$ cat src/rtl/apmd_pkg.sv
// ----------------------------------------------------------------------------
// apmd_pkg: shared types and constants for the angle PID motor drive
// Field widths, derived datapath widths, reset values, register indexes
// and the request payload structs.
// ----------------------------------------------------------------------------
package apmd_pkg;

  localparam int ANGLE_BITS     = 12;
  localparam int GAIN_W         = 32;
  localparam int GAIN_FRAC_BITS = 32;
  localparam int DT_W           = 16;
  localparam int ILIM_W         = 24;
  localparam int DUTY_W         = 8;
  localparam int TOL_W          = 12;
  localparam int CFG_IDX_W      = 4;
  localparam int CFG_DATA_W     = 32;

  localparam int HALF_TURN = 1 << (ANGLE_BITS - 1);
  localparam int TURN      = 1 << ANGLE_BITS;
  localparam int D_SCALE   = 1000;  // derivative in counts per second

  // derived widths
  localparam int WRAP_W  = ANGLE_BITS + 2;          // raw target - angle
  localparam int ERR_W   = ANGLE_BITS + 1;          // wrapped error, +-half turn
  localparam int DERR_W  = ERR_W + 1;               // error difference
  localparam int DSCL_W  = ANGLE_BITS + 10;         // |de| * 1000
  localparam int NUM_W   = GAIN_W + DSCL_W;         // derivative numerator
  localparam int INTEG_W = ILIM_W + 1;              // signed integral
  localparam int PROD_W  = ERR_W + DT_W + 1;        // e * dt
  localparam int SUM_W   = PROD_W + 1;              // integral + e * dt
  localparam int ACC_W   = GAIN_W + INTEG_W + 2;    // PID sum
  localparam int RQ_W    = ACC_W + 1 - GAIN_FRAC_BITS;
  localparam int MAG_W   = DUTY_W + 1;              // saturated rounded magnitude
  localparam int CMD_W   = DUTY_W + 1;              // signed command
  localparam int DELTA_W = DUTY_W + 2;              // command arithmetic
  localparam int MCNT_W  = $clog2(GAIN_W);

  localparam logic [ACC_W:0] RND_HALF =
    {{(ACC_W - GAIN_FRAC_BITS + 1){1'b0}}, 1'b1, {(GAIN_FRAC_BITS - 1){1'b0}}};

  // reset values
  localparam logic [GAIN_W-1:0] PROP_GAIN_RST  = 32'd1132462080;
  localparam logic [GAIN_W-1:0] INTEG_GAIN_RST = 32'd75497;
  localparam logic [GAIN_W-1:0] DERIV_GAIN_RST = 32'd150994944;
  localparam logic [ILIM_W-1:0] ILIM_RST       = 24'd13084444;
  localparam logic [DUTY_W-1:0] DUTY_MAX_RST   = 8'd230;
  localparam logic [DUTY_W-1:0] DUTY_MIN_RST   = 8'd60;
  localparam logic [TOL_W-1:0]  TOL_RST        = 12'd17;
  localparam logic [DUTY_W-1:0] SLEW_RST       = 8'd5;

  localparam logic KIND_TICK   = 1'b0;
  localparam logic KIND_TARGET = 1'b1;

  typedef enum logic [CFG_IDX_W-1:0] {
    CFG_PROP_GAIN  = 4'd0,
    CFG_INTEG_GAIN = 4'd1,
    CFG_DERIV_GAIN = 4'd2,
    CFG_ILIM       = 4'd3,
    CFG_DUTY_MAX   = 4'd4,
    CFG_DUTY_MIN   = 4'd5,
    CFG_TOL        = 4'd6,
    CFG_SLEW       = 4'd7
  } cfg_reg_t;

  typedef struct packed {
    logic                  kind;
    logic [ANGLE_BITS-1:0] angle_value;
    logic [DT_W-1:0]       elapsed_ms;
  } cmd_t;

  typedef struct packed {
    logic [DUTY_W-1:0] duty;
    logic              forward;
    logic              in_band;
  } drv_t;

endpackage

$ cat src/rtl/apmd_div.sv
// ----------------------------------------------------------------------------
// apmd_div: serial unsigned divider
// Restoring division, two quotient bits per cycle; quotient truncated.
// ----------------------------------------------------------------------------
module apmd_div import apmd_pkg::*; (
  input  logic             clk,
  input  logic             rst,
  input  logic             start,
  input  logic [NUM_W-1:0] dividend,
  input  logic [DT_W-1:0]  divisor,
  output logic             done,
  output logic [NUM_W-1:0] quotient
);

  localparam int DIV_W = NUM_W + (NUM_W % 2);
  localparam int STEPS = DIV_W / 2;
  localparam int CNT_W = $clog2(STEPS);

  logic             busy;
  logic [CNT_W-1:0] cnt;
  logic [DT_W-1:0]  rem;
  logic [DIV_W-1:0] sh;
  logic [DT_W:0]    r1, r2, d1, d2;
  logic [DT_W-1:0]  rem1, rem2;
  logic             ge1, ge2;

  always_comb begin
    r1   = {rem, sh[DIV_W-1]};
    d1   = r1 - {1'b0, divisor};
    ge1  = (r1 >= {1'b0, divisor});
    rem1 = ge1 ? d1[DT_W-1:0] : r1[DT_W-1:0];
    r2   = {rem1, sh[DIV_W-2]};
    d2   = r2 - {1'b0, divisor};
    ge2  = (r2 >= {1'b0, divisor});
    rem2 = ge2 ? d2[DT_W-1:0] : r2[DT_W-1:0];
  end

  always_ff @(posedge clk) begin
    if (rst) begin
      busy <= 1'b0;
      done <= 1'b0;
      cnt  <= '0;
    end else begin
      done <= busy && !start && (cnt == '0);
      if (start) begin
        sh   <= DIV_W'(dividend);
        rem  <= '0;
        cnt  <= CNT_W'(STEPS - 1);
        busy <= 1'b1;
      end else if (busy) begin
        sh  <= {sh[DIV_W-3:0], ge1, ge2};
        rem <= rem2;
        cnt <= cnt - 1'b1;
        if (cnt == '0) begin
          busy <= 1'b0;
        end
      end
    end
  end

  assign quotient = sh[NUM_W-1:0];

endmodule

$ cat src/rtl/angle_pid_motor_drive.sv
// ----------------------------------------------------------------------------
// angle_pid_motor_drive: PID position loop with slew limit for one joint
// Wrap, tolerance band, PID with integral clamp, output shaping.
// ----------------------------------------------------------------------------
// A set-target request gives no result and leaves the block idle. A tick inside the
// tolerance band goes through CHECK and then EMIT, which loads the output register;
// any other tick goes through CHECK, INTEG, MUL, DIV, ADD, RND, SHAPE and EMIT,
// and EMIT waits while the output is stalled. The work is done by the bit-serial
// multiply (one gain bit per cycle, with all three gains shifted in parallel) and
// the divider of the derivative term (two quotient bits per cycle). A finished result
// waits in the output register while the next request is being worked on.
// Configuration writes are always ready and are meant for idle periods.
module angle_pid_motor_drive import apmd_pkg::*; (
  input  logic                  clk,
  input  logic                  rst,
  input  logic                  cmd_valid,
  output logic                  cmd_stall,
  input  cmd_t                  cmd,
  output logic                  drv_valid,
  input  logic                  drv_stall,
  output drv_t                  drv,
  input  logic                  cfg_valid,
  output logic                  cfg_ready,
  input  logic [CFG_IDX_W-1:0]  cfg_index,
  input  logic [CFG_DATA_W-1:0] cfg_data
);

  typedef enum logic [8:0] {
    ST_IDLE  = 9'b000000001,
    ST_CHECK = 9'b000000010,
    ST_INTEG = 9'b000000100,
    ST_MUL   = 9'b000001000,
    ST_DIV   = 9'b000010000,
    ST_ADD   = 9'b000100000,
    ST_RND   = 9'b001000000,
    ST_SHAPE = 9'b010000000,
    ST_EMIT  = 9'b100000000
  } state_t;

  state_t state;

  // configuration
  logic [GAIN_W-1:0] prop_gain, integ_gain, deriv_gain;
  logic [ILIM_W-1:0] integral_limit;
  logic [DUTY_W-1:0] duty_max, duty_min, slew_step;
  logic [TOL_W-1:0]  tolerance_counts;

  // loop state
  logic [ANGLE_BITS-1:0]     target_angle;
  logic signed [ERR_W-1:0]   last_error;
  logic signed [INTEG_W-1:0] integ;
  logic signed [CMD_W-1:0]   last_cmd;

  // working registers
  logic signed [ERR_W-1:0]  e_r;
  logic [DT_W-1:0]          dt_r;
  logic signed [PROD_W-1:0] prod_r;
  logic                     dneg;
  logic [DSCL_W-1:0]        dscl;
  logic [GAIN_W-1:0]        pg_sh, ig_sh, dg_sh;
  logic signed [ACC_W-1:0]  acc;
  logic [NUM_W-1:0]         numd;
  logic [MCNT_W-1:0]        mcnt;
  logic [MAG_W-1:0]         rmag;
  logic                     uneg;
  drv_t                     res;
  logic                     div_start, div_done;
  logic [NUM_W-1:0]         quo;

  // combinational
  logic signed [WRAP_W-1:0]  e_raw, e_adj;
  logic signed [ERR_W-1:0]   e_next;
  logic [DT_W-1:0]           dt_next;
  logic [ERR_W-1:0]          e_mag;
  logic                      band;
  logic signed [DERR_W-1:0]  de;
  logic [DERR_W-1:0]         dmag;
  logic [DSCL_W-1:0]         dscl_next;
  logic signed [PROD_W-1:0]  prod_next;
  logic signed [SUM_W-1:0]   isum, ilim, integ_sum;
  logic signed [INTEG_W-1:0] integ_next;
  logic signed [ACC_W-1:0]   pe, pi, dq;
  logic [ACC_W-1:0]          amag;
  logic [ACC_W:0]            rsum;
  logic [RQ_W-1:0]           rq;
  logic [MAG_W-1:0]          m1, m2, dmax, dmin;
  logic                      cneg;
  logic signed [DELTA_W-1:0] cmdv, lastx, delta, slw, cmd_fin, cmd_abs;

  localparam logic signed [WRAP_W-1:0] WRAP_HALF = WRAP_W'(HALF_TURN);
  localparam logic signed [WRAP_W-1:0] WRAP_TURN = WRAP_W'(TURN);

  assign cmd_stall = (state != ST_IDLE);
  assign cfg_ready = 1'b1;

  // error wrap to the shortest path
  always_comb begin
    e_raw = $signed({2'b00, target_angle}) - $signed({2'b00, cmd.angle_value});
    if (e_raw > WRAP_HALF) begin
      e_adj = e_raw - WRAP_TURN;
    end else if (e_raw < -WRAP_HALF) begin
      e_adj = e_raw + WRAP_TURN;
    end else begin
      e_adj = e_raw;
    end
    e_next  = e_adj[ERR_W-1:0];
    dt_next = (cmd.elapsed_ms == '0) ? DT_W'(1) : cmd.elapsed_ms;
  end

  // band test, derivative numerator scale, e * dt
  always_comb begin
    e_mag     = e_r[ERR_W-1] ? ERR_W'(-e_r) : ERR_W'(e_r);
    band      = ({1'b0, e_mag} <= {2'b00, tolerance_counts});
    de        = DERR_W'(e_r) - DERR_W'(last_error);
    dmag      = de[DERR_W-1] ? DERR_W'(-de) : DERR_W'(de);
    dscl_next = DSCL_W'(dmag) * DSCL_W'(D_SCALE);
    prod_next = e_r * $signed({1'b0, dt_r});
  end

  // integral update with clamp
  always_comb begin
    isum = SUM_W'(integ) + SUM_W'(prod_r);
    ilim = $signed(SUM_W'({1'b0, integral_limit}));
    if (isum > ilim) begin
      integ_sum = ilim;
    end else if (isum < -ilim) begin
      integ_sum = -ilim;
    end else begin
      integ_sum = isum;
    end
    integ_next = integ_sum[INTEG_W-1:0];
  end

  // shift-add terms, derivative quotient, rounding
  always_comb begin
    pe   = pg_sh[GAIN_W-1] ? ACC_W'(e_r) : '0;
    pi   = ig_sh[GAIN_W-1] ? ACC_W'(integ) : '0;
    dq   = dneg ? -$signed(ACC_W'(quo)) : $signed(ACC_W'(quo));
    amag = acc[ACC_W-1] ? ACC_W'(-acc) : ACC_W'(acc);
    rsum = {1'b0, amag} + RND_HALF;
    rq   = rsum[ACC_W:GAIN_FRAC_BITS];
  end

  // output clamp, minimum magnitude, slew limit
  always_comb begin
    dmax  = {1'b0, duty_max};
    dmin  = {1'b0, duty_min};
    m1    = (rmag > dmax) ? dmax : rmag;
    m2    = (m1 < dmin) ? dmin : m1;
    cneg  = uneg && (m1 != '0);
    cmdv  = cneg ? -$signed(DELTA_W'(m2)) : $signed(DELTA_W'(m2));
    lastx = DELTA_W'(last_cmd);
    delta = cmdv - lastx;
    slw   = $signed(DELTA_W'(slew_step));
    if (delta > slw) begin
      cmd_fin = lastx + slw;
    end else if (delta < -slw) begin
      cmd_fin = lastx - slw;
    end else begin
      cmd_fin = cmdv;
    end
    cmd_abs = cmd_fin[DELTA_W-1] ? -cmd_fin : cmd_fin;
  end

  apmd_div u_div (
    .clk      (clk),
    .rst      (rst),
    .start    (div_start),
    .dividend (numd),
    .divisor  (dt_r),
    .done     (div_done),
    .quotient (quo)
  );

  always_ff @(posedge clk) begin
    if (rst) begin
      state            <= ST_IDLE;
      drv_valid        <= 1'b0;
      div_start        <= 1'b0;
      prop_gain        <= PROP_GAIN_RST;
      integ_gain       <= INTEG_GAIN_RST;
      deriv_gain       <= DERIV_GAIN_RST;
      integral_limit   <= ILIM_RST;
      duty_max         <= DUTY_MAX_RST;
      duty_min         <= DUTY_MIN_RST;
      tolerance_counts <= TOL_RST;
      slew_step        <= SLEW_RST;
      target_angle     <= ANGLE_BITS'(HALF_TURN);
      last_error       <= '0;
      integ            <= '0;
      last_cmd         <= '0;
    end else begin
      // divider kicks off once the last gain bit is in
      div_start <= (state == ST_MUL) && (mcnt == '0);
      if (drv_valid && !drv_stall && state != ST_EMIT) begin
        drv_valid <= 1'b0;
      end

      if (cfg_valid && cfg_ready) begin
        unique case (cfg_reg_t'(cfg_index))
          CFG_PROP_GAIN:  prop_gain        <= cfg_data[GAIN_W-1:0];
          CFG_INTEG_GAIN: integ_gain       <= cfg_data[GAIN_W-1:0];
          CFG_DERIV_GAIN: deriv_gain       <= cfg_data[GAIN_W-1:0];
          CFG_ILIM:       integral_limit   <= cfg_data[ILIM_W-1:0];
          CFG_DUTY_MAX:   duty_max         <= cfg_data[DUTY_W-1:0];
          CFG_DUTY_MIN:   duty_min         <= cfg_data[DUTY_W-1:0];
          CFG_TOL:        tolerance_counts <= cfg_data[TOL_W-1:0];
          CFG_SLEW:       slew_step        <= cfg_data[DUTY_W-1:0];
          default: ;
        endcase
      end

      unique case (state)
        ST_IDLE: begin
          if (cmd_valid && !cmd_stall) begin
            if (cmd.kind == KIND_TARGET) begin
              target_angle <= cmd.angle_value;
              integ        <= '0;
              last_error   <= '0;
            end else begin
              e_r   <= e_next;
              dt_r  <= dt_next;
              state <= ST_CHECK;
            end
          end
        end
        ST_CHECK: begin
          last_error <= e_r;
          if (band) begin
            integ       <= '0;
            res.duty    <= '0;
            res.forward <= 1'b0;
            res.in_band <= 1'b1;
            state       <= ST_EMIT;
          end else begin
            prod_r <= prod_next;
            dneg   <= de[DERR_W-1];
            dscl   <= dscl_next;
            state  <= ST_INTEG;
          end
        end
        ST_INTEG: begin
          integ <= integ_next;
          pg_sh <= prop_gain;
          ig_sh <= integ_gain;
          dg_sh <= deriv_gain;
          acc   <= '0;
          numd  <= '0;
          mcnt  <= MCNT_W'(GAIN_W - 1);
          state <= ST_MUL;
        end
        ST_MUL: begin
          // gains MSB first: acc = 2*acc + selected multiplicands
          acc   <= (acc <<< 1) + pe + pi;
          numd  <= (numd << 1) + (dg_sh[GAIN_W-1] ? NUM_W'(dscl) : '0);
          pg_sh <= pg_sh << 1;
          ig_sh <= ig_sh << 1;
          dg_sh <= dg_sh << 1;
          mcnt  <= mcnt - 1'b1;
          if (mcnt == '0) begin
            state <= ST_DIV;
          end
        end
        ST_DIV: begin
          if (div_done) begin
            state <= ST_ADD;
          end
        end
        ST_ADD: begin
          acc   <= acc + dq;
          state <= ST_RND;
        end
        ST_RND: begin
          // round half away from zero, saturate well above any duty limit
          rmag  <= (|rq[RQ_W-1:MAG_W]) ? '1 : rq[MAG_W-1:0];
          uneg  <= acc[ACC_W-1];
          state <= ST_SHAPE;
        end
        ST_SHAPE: begin
          last_cmd    <= cmd_fin[CMD_W-1:0];
          res.duty    <= cmd_abs[DUTY_W-1:0];
          res.forward <= (cmd_fin > 0);
          res.in_band <= 1'b0;
          state       <= ST_EMIT;
        end
        ST_EMIT: begin
          if (!drv_valid || !drv_stall) begin
            drv       <= res;
            drv_valid <= 1'b1;
            state     <= ST_IDLE;
          end
        end
        default: state <= ST_IDLE;
      endcase
    end
  end

endmodule
$ cat config.mk
export PLATFORM = sky130hd
export DESIGN_NAME = angle_pid_motor_drive
export DESIGN_NICKNAME = d
export VERILOG_FILES = /design/src/rtl/apmd_pkg.sv /design/src/rtl/apmd_div.sv /design/src/rtl/angle_pid_motor_drive.sv
export SDC_FILE = /design/constraint.sdc
export NUM_CORES = 2
export LEC_CHECK = 0
export BUFFER_PORTS_ARGS = -buffer_cell sky130_fd_sc_hd__buf_2
export CORE_MARGIN = 2
export CORE_UTILIZATION = 59
export DETAILED_ROUTE_END_ITERATION = 8
export GPL_TIMING_DRIVEN = 0
export HOLD_SLACK_MARGIN = 0.1
export MAX_ROUTING_LAYER = met4
export PLACE_DENSITY = 0.78
export SLEW_MARGIN = 20
export SYNTH_ARGS = -nofsm -noshare
export SYNTH_HDL_FRONTEND = slang
export SYNTH_HIERARCHICAL = 1
export SYNTH_SLANG_ARGS = --single-unit
export TNS_END_PERCENT = 30
$ cat constraint.sdc
create_clock -name clk -period 11.15 [get_ports clk]
set_input_delay 2.23 -clock clk [delete_from_list [all_inputs] [get_ports clk]]
set_output_delay 2.23 -clock clk [all_outputs]
set_load 0.01 [all_outputs]
==> metrics <==
CTS Root Cell clkbuf_16; placed cell area around 56,000 sq um; postcts setup bufs 0; PwrDens 245 nW/um^2; Initial Util 59.6%; layout cells sized above 1 5.80%; met2 Use GR 52.1%; Yosys reg bits 623; via-per-instance ratio between 6 and 7; total gr overflow 0; clock skew 0.0254 ns; Hold Path End drv[5]$_DFFE_PP_; CTS buffer count 71; CTS Hold Bufs 0; flop2flop setup slack 0.82 ns; Post-synth EDFFs 390; clock buffer depth 3; global-route wire length before repair 231,000 um; min-delay src res[5]$_SDFFCE_PP0P_; crit path DAT roughly 11 ns; Layout Nets 6,987; I/O Buffers 73; Final Hold Vio Count 0; DIE WIDTH 306 um; CTS tree done; ys flop type edfxtp_1; Pins Over Slew Limit 0; Max-Slew Margin vs Limit 23.0%; clk_lat worst skew 0.66 ns; I/O pin count 83; drt first-iter violations 3,659; Least-Margin Pin Slew 1.14 ns; First-pass DRT Iterations 9; DP Wirelength between 100,000 and 150,000 um; Syn-to-layout area delta 8.78%; status complete, no violations; gp weighted congestion 0.953; Lkg Pwr 24.3 nW; Total Power 0.0143 W; Final setup viols 0; M1 GR Usage 39.2%; post-cts resize count 0; vias in the first global route 43,800; reg2reg start rmag[3]$_SDFFCE_PP1P_; Cell Rows 110; H-tree Lvls 3; RSZ-0062 raised after global routing no; core area 90,000 sq um; Wirelength per Cell 19.7 um; FF-to-FF path depth 36; share of the synthesized area in the top cell type 21.8%; Yosys warning count 6; WP data required 11.52 ns; Crit. End Element flip-flop; Cell Area, Synth 53,600 sq um; Crit-path slowest cell nor4_1; footprint of the multi-input gates 34,700 sq um; busiest layer in global routing met2; Reg area 16,400 sq um; post-synth top area cell edfxtp_1; post-route cell area between 50,000 and 60,000 sq um; HP Class flip-flop to flip-flop; fillers 7,424; synthesized area per cell 8.97 sq um; r2r endpoint res[8]$_SDFFCE_PP0P_; final wirelength 146,000 um; critical path peak fanout 10; via count around 45,000; Worst-path clk slew about 0.060 ns; sequential share of the synthesized area a little under a third; antenna viol nets, final 0; CP max stage delay 0.59 ns; top area cells in the synthesized netlist edfxtp_1, ha_1, fa_1; Crit Path Category flip-flop to flip-flop; post-synthesis instance total 5,982; total track usage 31.7%; # clock sinks 623; period utilisation layout 92.6%; number of max-cap violations 0; CP dominant cell by count ha_1; Max Freq 96.8 MHz; Yosys cell types 100; met3 Resource Use GR 4.75%; Peak VDD IR 0.849 mV; hold path depth 0; final core utilization between 60% and 70%; fin crit period 10.33 ns; die area 93,300 sq um; crit start category flip-flop; detailed-route DRC error count 0; asr flop ratio synth 0%; largest net degree at the start of global routing 37; Die Y 306 um; initial antenna violation count 7
worst max-delay path by stage:
| stage | startpoint | end | slack, ns | depth (start not counted) |
|---|---|---|---|---|
| after global routing | rmag[3]$_SDFFCE_PP1P_ | res[9]$_SDFFCE_PP0P_ | 0.12 | 36 |
| after CTS | rmag[3]$_SDFFCE_PP1P_ | res[8]$_SDFFCE_PP0P_ | 1.03 | 36 |
| after floorplan | rst | dg_sh[0]$_SDFFCE_PP0P_ | 0.29 | 4 |
| after detailed placement | rmag[3]$_SDFFCE_PP1P_ | res[8]$_SDFFCE_PP0P_ | 1.08 | 36 |
| after global placement | rst | ig_sh[25]$_DFFE_PP_ | -4.22 | 5 |
| final | rmag[3]$_SDFFCE_PP1P_ | res[8]$_SDFFCE_PP0P_ | 0.82 | 36 |
critical path: cells and delay by family (launching register included):
kind	cells	cell delay [ns]
compound gates	11	2.46
mux	3	1.11
flops	1	0.47
simple gates	10	2.79
fa+ha+maj	5	1.52
xor+xnor	3	0.68
buf+inv	4	1.00
synthesized netlist by cell type (52+ instances only):
cell      number
nand2_1      926
ha_1         496
inv_1        438
a21oi_1      427
edfxtp_1     390
nor2_1       348
xnor2_1      289
fa_1         268
dfxtp_1      233
clkbuf_1     230
o21ai_0      225
and2_1       153
a21o_1       135
xor2_1       126
nand3_1      118
nor3_1        89
mux2_2        70
mux2i_1       67
nand2b_1      66
nor2b_1       60
o22ai_1       52
registers in the layout (all words and copies together) (netlist names), 19 cells and up:
register / cells
dg_sh: 32
acc: 59
prod_r: 30
ig_sh: 32
integ: 25
prop_gain: 32
pg_sh: 32
deriv_gain: 32
integral_limit: 24
dscl: 19
u_div/quotient: 54
integ_gain: 32
numd: 51
placed cells by master, fill, tap and decap left out, types with 51 or more instances in the layout:
master,count
nand2_1,926
ha_1,496
inv_1,438
a21oi_1,426
edfxtp_1,390
nor2_1,346
xnor2_1,289
fa_1,268
clkbuf_1,240
dfxtp_1,233
o21ai_0,225
and2_1,151
a21o_1,135
xor2_1,126
nand3_1,118
nor3_1,87
buf_2,86
clkbuf_16,75
mux2_2,70
mux2i_1,67
nand2b_1,66
nor2b_1,60
o22ai_1,52
nand4_1,51
report_power, final:
part,internal [W],switching (W),leakage [nW]
Clock,0.00136,0.00104,1.15
Combinational,0.00392,0.00487,17.8
Sequential,0.00305,0.0000479,5.40
metrics by stage:
step | setup slack (ns) | hold slack [ns] | TNS, ns | cells
3_3_place_gp | -4.22 | 0.401 | -640.53 | 7233
3_5_place_dp | 1.08 | 0.409 | 0 | 7256
6_report | 0.824 | 0.422 | 0 | 7393
4_1_cts | 1.03 | 0.423 | 0 | 7387
2_1_floorplan | 0.291 | 0.400 | 0 | 5984
5_1_grt | 0.123 | 0.424 | 0 | 7392
final cells by class:
| class | count | area share [%] |
|---|---|---|
| Multi-Input combinational cell | 4663 | 59.4 |
| Sequential cell | 623 | 28.1 |
| Clock buffer | 88 | 3.35 |
| Inverter | 438 | 2.82 |
| Tap cell | 1176 | 2.52 |
| Buffer | 260 | 1.74 |
| Timing Repair Buffer | 96 | 1.33 |
| Clock inverter | 43 | 0.693 |
| Antenna cell | 6 | 0.0257 |
metal layers:
metal	part of all wire [%]	wire length (um)	vias up
met2	47	69000	1575
met1	41	60100	21600
met3	6.9	10000	370
met5	0	0	-
met4	4.4	6450	0
li1	-	-	21300
cell families (layout without fill, tap and decap cells):
family	after synthesis	after routing	synth area share, %
and+or+nand+nor	2072	2072	18.2
AOI/OAI and AO/OA	1271	1271	15.2
adders and majority gates	764	764	21.6
buffers and inverters	698	925	4.96
DFF	623	623	30.5
xor gates and xnor gates	415	415	6.78
muxes	137	137	2.72
other	2	10	0.0140
No activity file was read; power rests on OpenSTA's default activity.
